`src/design/mrc_pkg.sv`:
```
// Package for the Modbus RTU reply checker: codes, widths, queue entry types
// and the CRC-16 byte update. Depends on nothing; every other design file imports it.
`default_nettype none

package mrc_pkg;

   // Command codes on the request channel
   localparam logic [1:0] CMD_START  = 2'd0;
   localparam logic [1:0] CMD_BYTE   = 2'd1;
   localparam logic [1:0] CMD_TICK   = 2'd2;
   localparam logic [1:0] CMD_UNUSED = 2'd3;

   // Result status codes
   localparam logic [1:0] STATUS_SUCCESS = 2'd0;
   localparam logic [1:0] STATUS_TIMEOUT = 2'd1;
   localparam logic [1:0] STATUS_BAD     = 2'd2;
   localparam logic [1:0] STATUS_CRC     = 2'd3;

   // Register indexes on the CSR port
   localparam int CSR_INDEX_W = 1;
   localparam int CSR_DATA_W  = 16;
   localparam logic [CSR_INDEX_W-1:0] CSR_SLAVE_ADDRESS = 1'b0;
   localparam logic [CSR_INDEX_W-1:0] CSR_TIMEOUT_TICKS = 1'b1;
   localparam logic [15:0] TIMEOUT_TICKS_RESET = 16'd1000;

   // Frame geometry
   localparam int LEN_W = 9;
   localparam logic [LEN_W-1:0] MAX_FRAME = 9'd256;
   localparam logic [LEN_W-1:0] MIN_REPLY = 9'd5;

   // Protocol constants
   localparam logic [15:0] CRC_POLY        = 16'hA001;
   localparam logic [15:0] CRC_INIT        = 16'hFFFF;
   localparam logic [7:0]  FN_READ_HOLDING = 8'h03;

   // Decoupling queue
   localparam int QUEUE_DEPTH = 4;
   localparam int QUEUE_AW    = $clog2(QUEUE_DEPTH);

   // Classified operation handed from front to back
   typedef enum logic [1:0] {
      OP_START = 2'd0,
      OP_BYTE  = 2'd1,
      OP_TICK  = 2'd2
   } op_type;

   typedef struct packed {
      op_type           op;
      logic [7:0]       data;     // received byte, or function code on start
      logic [LEN_W-1:0] length;   // saturated expected length on start
   } queue_entry_type;

   typedef struct packed {
      logic            push;
      queue_entry_type entry;
   } queue_wr_type;

   typedef struct packed {
      logic            valid;
      queue_entry_type entry;
   } queue_rd_type;

   // One byte through reflected CRC-16
   function automatic logic [15:0] crc_feed(input logic [15:0] crc, input logic [7:0] b);
      logic [15:0] c;
      c = crc ^ {8'h00, b};
      for (int k = 0; k < 8; k++) begin
         if (c[0]) begin
            c = (c >> 1) ^ CRC_POLY;
         end else begin
            c = c >> 1;
         end
      end
      return c;
   endfunction

endpackage

`default_nettype wire

```
`src/design/mrc_if.sv`:
```
// Channel interfaces for the request and result sides of the reply checker.
// Depends on mrc_pkg for field widths.
`default_nettype none

interface mrc_req_if;
   import mrc_pkg::*;
   logic             valid;
   logic             ready;
   logic [1:0]       cmd;
   logic [7:0]       rx_byte;
   logic [7:0]       expected_function;
   logic [LEN_W-1:0] expected_length;

   modport source (output valid, output cmd, output rx_byte,
                   output expected_function, output expected_length, input ready);
   modport sink   (input valid, input cmd, input rx_byte,
                   input expected_function, input expected_length, output ready);
endinterface

interface mrc_rsp_if;
   logic       valid;
   logic       ready;
   logic [1:0] status;
   logic       is_exception;
   logic [7:0] exception_code;

   modport source (output valid, output status, output is_exception,
                   output exception_code, input ready);
   modport sink   (input valid, input status, input is_exception,
                   input exception_code, output ready);
endinterface

`default_nettype wire

```
`src/design/mrc_front.sv`:
```
// Front end: accepts request items, drops unused commands, saturates the
// expected length and pushes classified operations into the queue. Uses mrc_pkg.
`default_nettype none

module mrc_front (
   mrc_req_if.sink                 req_bus,
   input  wire logic               queue_full,
   output mrc_pkg::queue_wr_type   queue_wr
);
   import mrc_pkg::*;

   logic [LEN_W-1:0] length_sat;

   // Accept whenever the queue has room
   assign req_bus.ready = !queue_full;

   assign length_sat = (req_bus.expected_length > MAX_FRAME) ? MAX_FRAME
                                                             : req_bus.expected_length;

   // Classify the item
   always_comb begin
      queue_wr.push         = 1'b0;
      queue_wr.entry.op     = OP_TICK;
      queue_wr.entry.data   = req_bus.rx_byte;
      queue_wr.entry.length = length_sat;
      case (req_bus.cmd)
         CMD_START: begin
            queue_wr.push       = req_bus.valid && !queue_full;
            queue_wr.entry.op   = OP_START;
            queue_wr.entry.data = req_bus.expected_function;
         end
         CMD_BYTE: begin
            queue_wr.push     = req_bus.valid && !queue_full;
            queue_wr.entry.op = OP_BYTE;
         end
         CMD_TICK: begin
            queue_wr.push     = req_bus.valid && !queue_full;
            queue_wr.entry.op = OP_TICK;
         end
         default: begin
            // unused command: taken and dropped
            queue_wr.push = 1'b0;
         end
      endcase
   end

endmodule

`default_nettype wire

```
`src/design/mrc_queue.sv`:
```
// Short queue between front and back of the reply checker, show-ahead read.
// Uses mrc_pkg for the entry type and depth.
`default_nettype none

module mrc_queue (
   input  wire logic              clock,
   input  wire logic              reset,
   input  mrc_pkg::queue_wr_type  wr,
   output logic                   full,
   output mrc_pkg::queue_rd_type  rd,
   input  wire logic              pop
);
   import mrc_pkg::*;

   queue_entry_type        mem [QUEUE_DEPTH];
   logic [QUEUE_AW-1:0]    wr_ptr_ff, wr_ptr_in;
   logic [QUEUE_AW-1:0]    rd_ptr_ff, rd_ptr_in;
   logic [QUEUE_AW:0]      count_ff, count_in;
   logic                   do_push, do_pop;

   assign full     = (count_ff == (QUEUE_AW+1)'(QUEUE_DEPTH));
   assign rd.valid = (count_ff != '0);
   assign rd.entry = mem[rd_ptr_ff];

   assign do_push = wr.push && !full;
   assign do_pop  = pop && rd.valid;

   // Pointer and occupancy update
   always_comb begin
      wr_ptr_in = do_push ? wr_ptr_ff + 1'b1 : wr_ptr_ff;
      rd_ptr_in = do_pop  ? rd_ptr_ff + 1'b1 : rd_ptr_ff;
      count_in  = count_ff;
      if (do_push && !do_pop) begin
         count_in = count_ff + 1'b1;
      end else if (do_pop && !do_push) begin
         count_in = count_ff - 1'b1;
      end
   end

   always_ff @(posedge clock) begin
      if (reset) begin
         wr_ptr_ff <= '0;
         rd_ptr_ff <= '0;
         count_ff  <= '0;
      end else begin
         wr_ptr_ff <= wr_ptr_in;
         rd_ptr_ff <= rd_ptr_in;
         count_ff  <= count_in;
      end
   end

   // Storage
   always_ff @(posedge clock) begin
      if (do_push) begin
         mem[wr_ptr_ff] <= wr.entry;
      end
   end

endmodule

`default_nettype wire

```
`src/design/mrc_back.sv`:
```
// Back end: frame state (count, CRC, header capture, timeout) and result register;
// one operation per cycle unless the result stalls. Uses mrc_pkg and mrc_rsp_if.
`default_nettype none

module mrc_back (
   input  wire logic              clock,
   input  wire logic              reset,
   input  mrc_pkg::queue_rd_type  rd,
   output logic                   pop,
   input  wire logic [7:0]        slave_address,
   input  wire logic [15:0]       timeout_ticks,
   mrc_rsp_if.source              rsp_bus
);
   import mrc_pkg::*;

   // Frame state
   logic             armed_ff, armed_in;
   logic [LEN_W-1:0] bytes_seen_ff, bytes_seen_in;
   logic [LEN_W-1:0] frame_length_ff, frame_length_in;
   logic [7:0]       sent_function_ff, sent_function_in;
   logic [15:0]      crc_ff, crc_in;
   logic [15:0]      last_two_ff, last_two_in;
   logic [23:0]      header_ff, header_in;
   logic [15:0]      tick_ff, tick_in;

   // Result register
   logic             rsp_valid_ff, rsp_valid_in;
   logic [1:0]       status_ff, status_in;
   logic             is_exc_ff, is_exc_in;
   logic [7:0]       exc_code_ff, exc_code_in;

   // Byte path
   logic [7:0]       b;
   logic [15:0]      crc_next;
   logic [15:0]      last_two_next;
   logic [23:0]      header_next;
   logic [LEN_W-1:0] length_next;
   logic [LEN_W-1:0] seen_next;
   logic [LEN_W-1:0] target;
   logic             frame_done;
   logic [7:0]       a0, f1, c2;
   logic [15:0]      rx_crc;
   logic [1:0]       byte_status;
   logic             byte_exc;
   logic [7:0]       byte_code;

   // Tick path
   logic [16:0]      tick_next;
   logic             tick_expired;

   logic             back_ready;
   logic             emit;

   assign back_ready = !rsp_valid_ff || rsp_bus.ready;
   assign pop        = back_ready && rd.valid;
   assign b          = rd.entry.data;

   // Received byte: CRC lags two bytes so the trailing CRC stays out of it
   always_comb begin
      crc_next      = (bytes_seen_ff >= LEN_W'(2)) ? crc_feed(crc_ff, last_two_ff[15:8])
                                                   : crc_ff;
      last_two_next = {last_two_ff[7:0], b};
      header_next   = header_ff;
      case (bytes_seen_ff)
         LEN_W'(0): header_next[7:0]   = b;
         LEN_W'(1): header_next[15:8]  = b;
         LEN_W'(2): header_next[23:16] = b;
         default:   header_next        = header_ff;
      endcase
      // exception reply is five bytes long
      length_next = (bytes_seen_ff == LEN_W'(1) && b[7]) ? MIN_REPLY : frame_length_ff;
      seen_next   = bytes_seen_ff + 1'b1;
      target      = (length_next < MIN_REPLY) ? MIN_REPLY : length_next;
      frame_done  = (seen_next >= target);
   end

   // Final checks, first failure wins
   assign a0     = header_next[7:0];
   assign f1     = header_next[15:8];
   assign c2     = header_next[23:16];
   assign rx_crc = {last_two_next[7:0], last_two_next[15:8]};

   always_comb begin
      byte_status = STATUS_SUCCESS;
      byte_exc    = 1'b0;
      byte_code   = 8'h00;
      if (length_next < MIN_REPLY) begin
         byte_status = STATUS_BAD;
      end else if (a0 != slave_address) begin
         byte_status = STATUS_BAD;
      end else if (f1[7]) begin
         byte_status = STATUS_BAD;
         byte_exc    = 1'b1;
         byte_code   = c2;
      end else if (f1 != sent_function_ff) begin
         byte_status = STATUS_BAD;
      end else if (sent_function_ff == FN_READ_HOLDING
                   && c2 != 8'(target - MIN_REPLY)) begin
         byte_status = STATUS_BAD;
      end else if (rx_crc != crc_next) begin
         byte_status = STATUS_CRC;
      end
   end

   // Tick count against the timeout
   assign tick_next    = {1'b0, tick_ff} + 17'd1;
   assign tick_expired = (tick_next > {1'b0, timeout_ticks});

   // Operation dispatch
   always_comb begin
      armed_in         = armed_ff;
      bytes_seen_in    = bytes_seen_ff;
      frame_length_in  = frame_length_ff;
      sent_function_in = sent_function_ff;
      crc_in           = crc_ff;
      last_two_in      = last_two_ff;
      header_in        = header_ff;
      tick_in          = tick_ff;
      emit             = 1'b0;
      status_in        = status_ff;
      is_exc_in        = is_exc_ff;
      exc_code_in      = exc_code_ff;
      if (pop) begin
         case (rd.entry.op)
            OP_START: begin
               armed_in         = 1'b1;
               sent_function_in = rd.entry.data;
               frame_length_in  = rd.entry.length;
               bytes_seen_in    = '0;
               crc_in           = CRC_INIT;
               last_two_in      = '0;
               header_in        = '0;
               tick_in          = '0;
            end
            OP_BYTE: begin
               if (armed_ff) begin
                  crc_in          = crc_next;
                  last_two_in     = last_two_next;
                  header_in       = header_next;
                  frame_length_in = length_next;
                  bytes_seen_in   = seen_next;
                  if (frame_done) begin
                     emit        = 1'b1;
                     armed_in    = 1'b0;
                     status_in   = byte_status;
                     is_exc_in   = byte_exc;
                     exc_code_in = byte_code;
                  end
               end
            end
            OP_TICK: begin
               if (armed_ff) begin
                  if (tick_expired) begin
                     emit        = 1'b1;
                     armed_in    = 1'b0;
                     status_in   = STATUS_TIMEOUT;
                     is_exc_in   = 1'b0;
                     exc_code_in = 8'h00;
                  end else begin
                     tick_in = tick_next[15:0];
                  end
               end
            end
            default: begin
               armed_in = armed_ff;
            end
         endcase
      end
   end

   // Output register valid
   always_comb begin
      if (emit) begin
         rsp_valid_in = 1'b1;
      end else if (rsp_bus.ready) begin
         rsp_valid_in = 1'b0;
      end else begin
         rsp_valid_in = rsp_valid_ff;
      end
   end

   always_ff @(posedge clock) begin
      if (reset) begin
         armed_ff         <= 1'b0;
         bytes_seen_ff    <= '0;
         frame_length_ff  <= '0;
         sent_function_ff <= '0;
         crc_ff           <= CRC_INIT;
         last_two_ff      <= '0;
         header_ff        <= '0;
         tick_ff          <= '0;
         rsp_valid_ff     <= 1'b0;
      end else begin
         armed_ff         <= armed_in;
         bytes_seen_ff    <= bytes_seen_in;
         frame_length_ff  <= frame_length_in;
         sent_function_ff <= sent_function_in;
         crc_ff           <= crc_in;
         last_two_ff      <= last_two_in;
         header_ff        <= header_in;
         tick_ff          <= tick_in;
         rsp_valid_ff     <= rsp_valid_in;
      end
   end

   // Result payload
   always_ff @(posedge clock) begin
      status_ff   <= status_in;
      is_exc_ff   <= is_exc_in;
      exc_code_ff <= exc_code_in;
   end

   assign rsp_bus.valid          = rsp_valid_ff;
   assign rsp_bus.status         = status_ff;
   assign rsp_bus.is_exception   = is_exc_ff;
   assign rsp_bus.exception_code = exc_code_ff;

endmodule

`default_nettype wire

```
`src/design/modbus_rtu_response_checker_top.sv`:
```
// Top level of the Modbus RTU reply checker: CSR registers, front, queue, back.
// Depends on mrc_pkg, mrc_if, mrc_front, mrc_queue and mrc_back.
//
// Checks one Modbus RTU reply as its bytes arrive. A start item (cmd 0) arms the
// block with the function code sent and the normal reply length (above 256 is
// taken as 256); byte items (cmd 1) are counted and run through CRC-16, tick
// items (cmd 2) count toward timeout_ticks, and one result comes out when the
// frame ends or times out. The block takes one item per clock cycle while the
// queue has room: each item is one step of the back end, whose byte-wide CRC
// update, header capture and final checks are combinational; the result is
// registered as the back end takes the frame's last item. A four-entry queue
// sits between the accepting front end and the back end, and the result sits in
// an output register, so input keeps flowing for four items while a result waits.
// CSR index 0 is slave_address (reset 0), index 1 is timeout_ticks (reset 1000);
// write them only while no frame is in flight.
`default_nettype none

module modbus_rtu_response_checker_top (
   input  wire logic                            clock,
   input  wire logic                            reset,
   mrc_req_if.sink                              req_bus,
   mrc_rsp_if.source                            rsp_bus,
   input  wire logic                            csr_we,
   input  wire logic [mrc_pkg::CSR_INDEX_W-1:0] csr_index,
   input  wire logic [mrc_pkg::CSR_DATA_W-1:0]  csr_wdata
);
   import mrc_pkg::*;

   logic [7:0]    slave_address_ff, slave_address_in;
   logic [15:0]   timeout_ticks_ff, timeout_ticks_in;
   queue_wr_type  queue_wr;
   queue_rd_type  queue_rd;
   logic          queue_full;
   logic          queue_pop;

   // Configuration registers
   always_comb begin
      slave_address_in = slave_address_ff;
      timeout_ticks_in = timeout_ticks_ff;
      if (csr_we) begin
         case (csr_index)
            CSR_SLAVE_ADDRESS: slave_address_in = csr_wdata[7:0];
            CSR_TIMEOUT_TICKS: timeout_ticks_in = csr_wdata[15:0];
            default:           slave_address_in = slave_address_ff;
         endcase
      end
   end

   always_ff @(posedge clock) begin
      if (reset) begin
         slave_address_ff <= 8'h00;
         timeout_ticks_ff <= TIMEOUT_TICKS_RESET;
      end else begin
         slave_address_ff <= slave_address_in;
         timeout_ticks_ff <= timeout_ticks_in;
      end
   end

   mrc_front u_front (
      .req_bus    (req_bus),
      .queue_full (queue_full),
      .queue_wr   (queue_wr)
   );

   mrc_queue u_queue (
      .clock (clock),
      .reset (reset),
      .wr    (queue_wr),
      .full  (queue_full),
      .rd    (queue_rd),
      .pop   (queue_pop)
   );

   mrc_back u_back (
      .clock         (clock),
      .reset         (reset),
      .rd            (queue_rd),
      .pop           (queue_pop),
      .slave_address (slave_address_ff),
      .timeout_ticks (timeout_ticks_ff),
      .rsp_bus       (rsp_bus)
   );

endmodule

`default_nettype wire

```
`src/flat_wrapper.sv`:
```
// flat-port wrapper written by rule: the top's interface ports become plain ports
module modbus_rtu_response_checker_top_flat import mrc_pkg::*;
  (clock, reset, csr_we, csr_index, csr_wdata, req_bus_valid, req_bus_cmd, req_bus_rx_byte, req_bus_expected_function, req_bus_expected_length, req_bus_ready, rsp_bus_valid, rsp_bus_status, rsp_bus_is_exception, rsp_bus_exception_code, rsp_bus_ready);
  mrc_req_if req_bus_i ();
  mrc_rsp_if rsp_bus_i ();
  input  wire logic clock;
  input  wire logic reset;
  input  wire logic csr_we;
  input  wire logic [mrc_pkg::CSR_INDEX_W-1:0] csr_index;
  input  wire logic [mrc_pkg::CSR_DATA_W-1:0] csr_wdata;
  input wire logic [$bits(req_bus_i.valid)-1:0] req_bus_valid;
  input wire logic [$bits(req_bus_i.cmd)-1:0] req_bus_cmd;
  input wire logic [$bits(req_bus_i.rx_byte)-1:0] req_bus_rx_byte;
  input wire logic [$bits(req_bus_i.expected_function)-1:0] req_bus_expected_function;
  input wire logic [$bits(req_bus_i.expected_length)-1:0] req_bus_expected_length;
  output wire logic [$bits(req_bus_i.ready)-1:0] req_bus_ready;
  output wire logic [$bits(rsp_bus_i.valid)-1:0] rsp_bus_valid;
  output wire logic [$bits(rsp_bus_i.status)-1:0] rsp_bus_status;
  output wire logic [$bits(rsp_bus_i.is_exception)-1:0] rsp_bus_is_exception;
  output wire logic [$bits(rsp_bus_i.exception_code)-1:0] rsp_bus_exception_code;
  input wire logic [$bits(rsp_bus_i.ready)-1:0] rsp_bus_ready;
  assign req_bus_i.valid = req_bus_valid;
  assign req_bus_i.cmd = req_bus_cmd;
  assign req_bus_i.rx_byte = req_bus_rx_byte;
  assign req_bus_i.expected_function = req_bus_expected_function;
  assign req_bus_i.expected_length = req_bus_expected_length;
  assign req_bus_ready = req_bus_i.ready;
  assign rsp_bus_valid = rsp_bus_i.valid;
  assign rsp_bus_status = rsp_bus_i.status;
  assign rsp_bus_is_exception = rsp_bus_i.is_exception;
  assign rsp_bus_exception_code = rsp_bus_i.exception_code;
  assign rsp_bus_i.ready = rsp_bus_ready;
  modbus_rtu_response_checker_top u_core (.clock(clock), .reset(reset), .req_bus(req_bus_i), .rsp_bus(rsp_bus_i), .csr_we(csr_we), .csr_index(csr_index), .csr_wdata(csr_wdata));
endmodule
```
`config.mk`:
```
export PLATFORM = sky130hd
export DESIGN_NAME = modbus_rtu_response_checker_top_flat
export DESIGN_NICKNAME = d
export VERILOG_FILES = /design/src/design/mrc_pkg.sv /design/src/design/mrc_if.sv /design/src/design/mrc_front.sv /design/src/design/mrc_queue.sv /design/src/design/mrc_back.sv /design/src/design/modbus_rtu_response_checker_top.sv /design/src/flat_wrapper.sv
export SDC_FILE = /design/constraint.sdc
export NUM_CORES = 1
export LEC_CHECK = 0
export ABC_AREA = 1
export BUFFER_PORTS_ARGS = -buffer_cell sky130_fd_sc_hd__buf_2
export CORE_MARGIN = 2
export CORE_UTILIZATION = 56
export DETAILED_ROUTE_END_ITERATION = 16
export PLACE_DENSITY_LB_ADDON = 0.2
export SLEW_MARGIN = 0
export SYNTH_ARGS = -nofsm -noshare
export SYNTH_HDL_FRONTEND = slang
export SYNTH_SLANG_ARGS = --single-unit
```
`constraint.sdc`:
```
create_clock -name clock -period 4.09 [get_ports clock]
set_clock_uncertainty 0.2 [all_clocks]
set_input_delay 0.818 -clock clock [delete_from_list [all_inputs] [get_ports clock]]
set_output_delay 0.818 -clock clock [all_outputs]
set_load 0.01 [all_outputs]
```
## Yosys cells after proc, flatten, opt, wreduce, memory -nomap -nowiden

Memory sizes are Yosys's and may differ from the RTL's. A register that Yosys moved wholly into a read port is not among the register bits.
Cells that the tools add are included.

| cells by class | value |
|---|---|
| eq/ne operators | 17 |
| magnitude comparators | 5 |
| reduce and logical (&&, ||, !) cells | 31 |
| multiplexer cells | 77 |
| bitwise gates (word level) | 10 |
| add/sub/neg operators | 7 |

Operator list:

| kind | number |
|---|---|
| 2-to-1 mux 16 bit | 13 |
| one-hot mux 16 bit (2 select lines) | 3 |
| 2-to-1 mux 8 bit | 11 |
| one-hot mux 24 bit (2 select lines) | 1 |
| 2-to-1 mux 9 bit | 5 |
| one-hot mux 9 bit (2 select lines) | 2 |
| 2-to-1 mux 2 bit | 12 |
| 2-to-1 mux 24 bit | 1 |
| != test 8 bit | 3 |
| inverter 2 -> 3 bit | 8 |
| 2-to-1 mux 1 bit | 21 |
| adder 16 x 1 -> 17 bit (second input constant) | 1 |
| > comparator 17 x 16 -> 1 bit | 1 |
| != test 16 bit | 1 |
| one-hot mux 8 bit (2 select lines) | 1 |
| bitwise XOR 16 x 8 -> 16 bit | 1 |
| != test 2 bit (second input constant) | 5 |
| nonzero test 2 bit | 5 |
| adder 9 x 1 -> 9 bit (second input constant) | 1 |
| equality test 9 x 1 -> 1 bit (second input constant) | 1 |
| equality test 9 x 2 -> 1 bit (second input constant) | 1 |
| greater-or-equal comparator 9 x 2 -> 1 bit (second input constant) | 1 |
| greater-or-equal comparator 9 bit | 1 |
| > comparator 9 bit (second input constant) | 1 |
| 25 further kinds | 46 |

| word-level totals | value |
|---|---|
| flip-flop bits (word level) | 142 |
| bits in writable memories | 76 |
| output and inout bits | 13 |
| memories kept | 1 |

Memory list:

| memory | words | width | read ports | clocked after Yosys merged registers in | wr ports | RTL line | source |
|---|---|---|---|---|---|---|---|
| u_core.u_queue.mem | 4 | 19 | 1 | 1 | 1 | mrc_queue.sv:15 | `queue_entry_type mem [QUEUE_DEPTH];` |

## Depth between registers and ports, before layout

| logic depth | value |
|---|---|
| word-level depth | 28 |
| gate-level depth with buffers | 25 |

## Cells and area by module

Synthesis repeated with hierarchy kept, for this count alone.

| unflattened totals | value |
|---|---|
| cell total of the unflattened synthesis | 1,502 |
| area, all modules | 11,559.8 sq um |

Modules (own cells, without submodules):

| module | sequential area each (sq um) | instances | cells each | area an instance (sq um) |
|---|---|---|---|---|
| mrc_back | 2,332.2 | 1 | 1,067 | 7,053.0 |
| mrc_queue | 2,462.4 | 1 | 253 | 3,350.7 |
| modbus_rtu_response_checker_top | 480.5 | 1 | 123 | 908.4 |
| mrc_front | 0.0 | 1 | 59 | 247.7 |

## Least setup slack after synthesis

OpenSTA, ideal clock, no wires.

| path | value |
|---|---|
| kind | register to register |
| start point | register u_core.u_back.tick_ff[0] |
| end point | register u_core.u_back.exc_code_ff[0], in the netlist u_core.u_back.rsp_bus.exception_code[0], enable pin |
| cell stages (with the launch flop) | 22 |
| required time | 3.493 ns |
| path slack | 0.135 ns |
| buffers on the path | 0 |
| arrival time | 3.359 ns |
| setup time | 0.397 ns |
| path through | dfxtp_1 ha_1 nand2_1 inv_2 nand3_1 nor2_1 nand3_1 nor2_1 inv_1 nor2_1 inv_1 nor2_1 nand2_1 xor2_1 ha_1 nand2_1 nand3b_1 nor2_1 nand3b_1 nand3_1 nand3_2 a211oi_1 |

| between the ends | value |
|---|---|
| cells in the longest elaborated chain, start to end | 4 |

RTL lines:

| what | RTL line | source |
|---|---|---|
| start, declared | mrc_back.sv:24 | `logic [15:0] tick_ff, tick_in;` |
| start signal, assigned | mrc_back.sv:201 | `tick_ff <= tick_in;` |
| adder 16 x 1 -> 17 bit | mrc_back.sv:106 | `assign tick_next = {1'b0, tick_ff} + 17'd1;` |
| > comparator 17 x 16 -> 1 bit | mrc_back.sv:107 | `assign tick_expired = (tick_next > {1'b0, timeout_ticks});` |
| != test 2 bit (no line) | n/a |  |
| AND reduction 6 bit (no line) | n/a |  |
| end signal, assigned | mrc_back.sv:210 | `exc_code_ff <= exc_code_in;` |
| end, declared | mrc_back.sv:30 | `logic [7:0] exc_code_ff, exc_code_in;` |

Every way passes these cells.
A chain may end at the register's enable or synchronous reset.

## Final worst setup path

| path | value |
|---|---|
| start point | register u_core.u_back.tick_ff[0] |
| end point | register u_core.u_back.exc_code_ff[5], in the netlist u_core.u_back.rsp_bus.exception_code[5], enable pin |

Same word-level chain as after synthesis.

==> impl_results.md <==
* Status: completed
* Remaining antenna violation count at 0
* DR pass1 iterations at 7
* Vias in the first global route at 9080
* Vias per cell at 5.408
* Slowest CP cell: a211oi_4
* Chip width at 146.6 µm
* GPL Wtd Cong at 0.8855
* Slew HR at 32.78%
* Final non-filler cell area at 0.01295 mm²
* Initial Utilization at 56.65%
* Max Cap Viol at 0
* Hold Fails Final Rpt at 0
* Clock transition at path regs at 0.06 ns
* Gate power share at 42.7%
* Pins Over Slew Limit at 0
* Layout net count at 1580
* Fin crit share at 92.14%
* Post-synthesis cell count at 1437
* Crit path DAT at 3.81 ns
* Fmax at 0.2654 GHz
* Number of synthesized flops with an enable pin at 87
* Global-route wire length before repair at 44900 µm
* Share of cells above drive strength 1 at 13.45%
* GR Overflow Total at 0
* Main combinational cell family by area after synthesis: simple AND/OR/NAND/NOR gates
* CTS Buf Count at 25
* CTS tree: built
* RR Startpoint: u_core.u_back.tick_ff[0]
* Pwr dens at 726.4 mW/mm²
* DIE HEIGHT at 146.6 µm
* CP max FO at 6
* CP Launch Point: u_core.u_back.tick_ff[0]
* Avg Cell Area, Syn at 7.925 µm²
* Yosys top cell area share at 23.38%
* Post-Synth Simple-Gate Area at 23.49%
* Top post-synthesis cells by area: dfxtp_1 23%, edfxtp_1 23%, nand2_1 11%
* Routed wire per std cell at 15.49 µm
* Antenna violations before repair at 0
* Async S/R FF share, synth at 0%
* Clock buffer depth at 3
* Initial DRC Count at 613
* Final setup violation count at 0
* Crit path launch type: register
* Area post-placement at 0.01195 mm²
* Peak supply drop at 0.4688 mV
* H-tree Lvls at 1
* Adder-cell share of the synthesized area at 4.570%
* Critical path class: register to register
* Hold path cells at 2
* I/O Buffers at 61
* Synth Warn # at 0
* Layout Cells excl Fill at 1779
* Post-synthesis register bit count at 220
* Largest net degree at the start of global routing at 71
* Remaining DRCs at 0
* WL final at 27560 µm
* Multiplexer share of the synthesized area at 0.7910%
* Main synth FF type: dfxtp_1
* Seq/Total Area, Yosys at 46.32%
* Antenna cells at 0
* Post-DP HPWL at 18850 µm
* Netlist Area Pre-Place at 0.01139 mm²
* Internal cell power at 5.529 mW
* Lkg Pwr at 5.471 nW
* Worst Max-Slew Pin Slew at 1.007 ns
* CTS Sinks at 220
* Worst hold-check path type: register to register
* Synth Area in Compound Gates at 14.43%
* Rows at 52
* Worst stage delay on the critical path at 0.40 ns
* Synthesized net count at 1527
* Sw Ratio at 41.24%
* Clk_lat worst skew at 0.53 ns
* Min Tclk post-route at 3.768 ns
* Post-Synth XOR/XNOR Area at 2.922%
* Full die area at 0.02149 mm²
* Hold Crit Start: u_core.u_back.header_ff[15]
* Ports at 62
* Clock power share at 26.8%
* CTS hold repair buffers at 0
* Cell variety after synth at 50
* Cell chain of the critical path: ha_1 -> nand2_1 -> inv_2 -> nand3_2 -> nor2_2 -> nand3_2 -> nor2_1 -> inv_1 -> nor2_1 -> inv_1 -> nor2_2 -> nand2_1 -> xor2_1 -> ha_1 -> nand2_1 -> nand3b_1 -> nor2_1 -> nand3b_1 -> nand3_2 -> nand3_4 -> a211oi_4 -> buf_6
* Placeable core area at 0.02010 mm²
* Root buf cell: clkbuf_16
* Largest area contributor in the netlist: dfxtp_1
* Gr usage total at 25.68%
* Net Sw Power at 3.880 mW
* Worst Hold Endpoint: u_core.u_back.header_ff[15]
* R2R Path End: u_core.u_back.rsp_bus.exception_code[5]
* Routed vias at 9621
* Required @ worst endpoint at 4.13 ns
* Area growth syn-to-layout at 13.73%
* Reg2reg path depth at 22
* Total placed cells including tap cells at 1731
* FF-to-FF setup slack at 0.32 ns
* Seq pwr share at 30.5%
* Crit. End Element: register
timing repair:
action                                  CTS  global route
resized for setup                         0            16
setup buffers                             0             1
hold endpoints to repair                  0             0
endpoints found under the setup margin    0            27
synth_stat cells, types with 16 or more instances:
cell type  count
or2_2         18
a21oi_1      118
inv_1        145
clkbuf_1      38
nor2_1       128
nand4_1       16
o21ai_0      115
nand2_1      341
ha_1          40
dfxtp_1      133
nand3_1       68
edfxtp_1      87
xor2_1        23
cell type report:
type                    count  area (µm²)
clock inverters            20       304.0
multi-input cells        1004        5328
well taps                 270       337.8
fillers                  1708        7152
clock buffers              26       629.4
flip-flops and latches    220        5279
inverters                 153       574.3
repair buffers             86       500.5
per-stage QoR:
step                      utilization (%)  hold slack, ns  worst slack [ns]  power, mW  TNS, ns
after floorplan                         -          0.2353            0.1346      5.750        0
after global placement              59.42          0.2436            0.3130      6.732        0
after detailed placement            59.42          0.2527            0.2186      6.821        0
after CTS                           64.06          0.2618            0.2251      9.358        0
after global routing                64.43          0.2648          -0.03753      10.07  -0.2632
final                               64.43          0.2613            0.3216      9.409        0
power groups by stage:
stage,sequential [mW],combinational [mW],clock [mW]
final,2.87,4.02,2.52
after global routing,2.91,4.51,2.65
after CTS,2.86,3.94,2.56
after detailed placement,2.90,3.92,0
after global placement,2.89,3.84,0
after floorplan,2.87,2.88,0
worst max-delay path by stage:
stage | endpoint | depth (start not counted)
6_report | u_core.u_back.rsp_bus.exception_code[5] | 22
5_1_grt | u_core.u_back.rsp_bus.exception_code[0] | 22
4_1_cts | u_core.u_back.tick_ff[1] | 19
3_5_place_dp | u_core.u_back.tick_ff[1] | 19
3_3_place_gp | u_core.u_back.tick_ff[0] | 20
2_1_floorplan | u_core.u_back.rsp_bus.exception_code[0] | 21
layout by cell type, fill, tap and decap left out, types with 5 or more instances in the layout:
cell,netlist,routed
buf_2,12,61
nand3b_1,9,9
xnor2_1,15,15
a31oi_1,9,9
nor2_1,128,125
o21ai_0,115,115
clkinv_1,1,6
nand2_1,341,340
nand2_2,7,7
ha_1,40,40
nand4_1,16,16
xor2_1,23,23
inv_1,145,145
bufinv_16,0,8
clkbuf_16,0,25
o22ai_1,15,15
a21oi_1,118,117
edfxtp_1,87,87
nand3_1,68,65
buf_4,4,23
o211ai_1,11,11
mux2_2,8,8
nor2_2,7,10
dfxtp_1,133,130
or2_2,18,18
inv_2,7,7
o21ai_2,5,5
a22oi_1,12,12
kinds of logic (layout without fill, tap and decap cells):
family | Yosys count | after routing
simple gates | 618 | 618
buf+inv | 213 | 285
xor+xnor | 38 | 38
compound gates | 299 | 299
flops | 220 | 220
fa+ha+maj | 41 | 41
mux | 8 | 8
routing by layer:
layer,share of wire (%),GRT usage (%),routed length [µm]
met5,0,0,0
met4,3.0,7.961,823
met3,6.2,4.875,1704
met2,47,43.47,12850
met1,44,33.48,12180
worst max-delay path, delay by kind of cell (launching register included):
family                     cells  cell delay (ns)
buffers and inverters          4             0.41
and+or+nand+nor               14             1.51
AOI/OAI and AO/OA              1             0.40
xor gates and xnor gates       1             0.16
DFF                            1             0.35
adders and majority gates      2             0.46
sequential cells by signal, summed over array words and instances (netlist names), 9 cells and up, named ones only:
name,flops
u_core.u_back.bytes_seen_ff,9
u_core.u_back.tick_ff,16
u_core.u_queue.mem,76
u_core.u_back.frame_length_ff,9
u_core.u_back.last_two_ff,16
u_core.u_back.header_ff,24
u_core.u_back.crc_ff,16
u_core.timeout_ticks_ff,16
(Power assumes the default switching activity.)
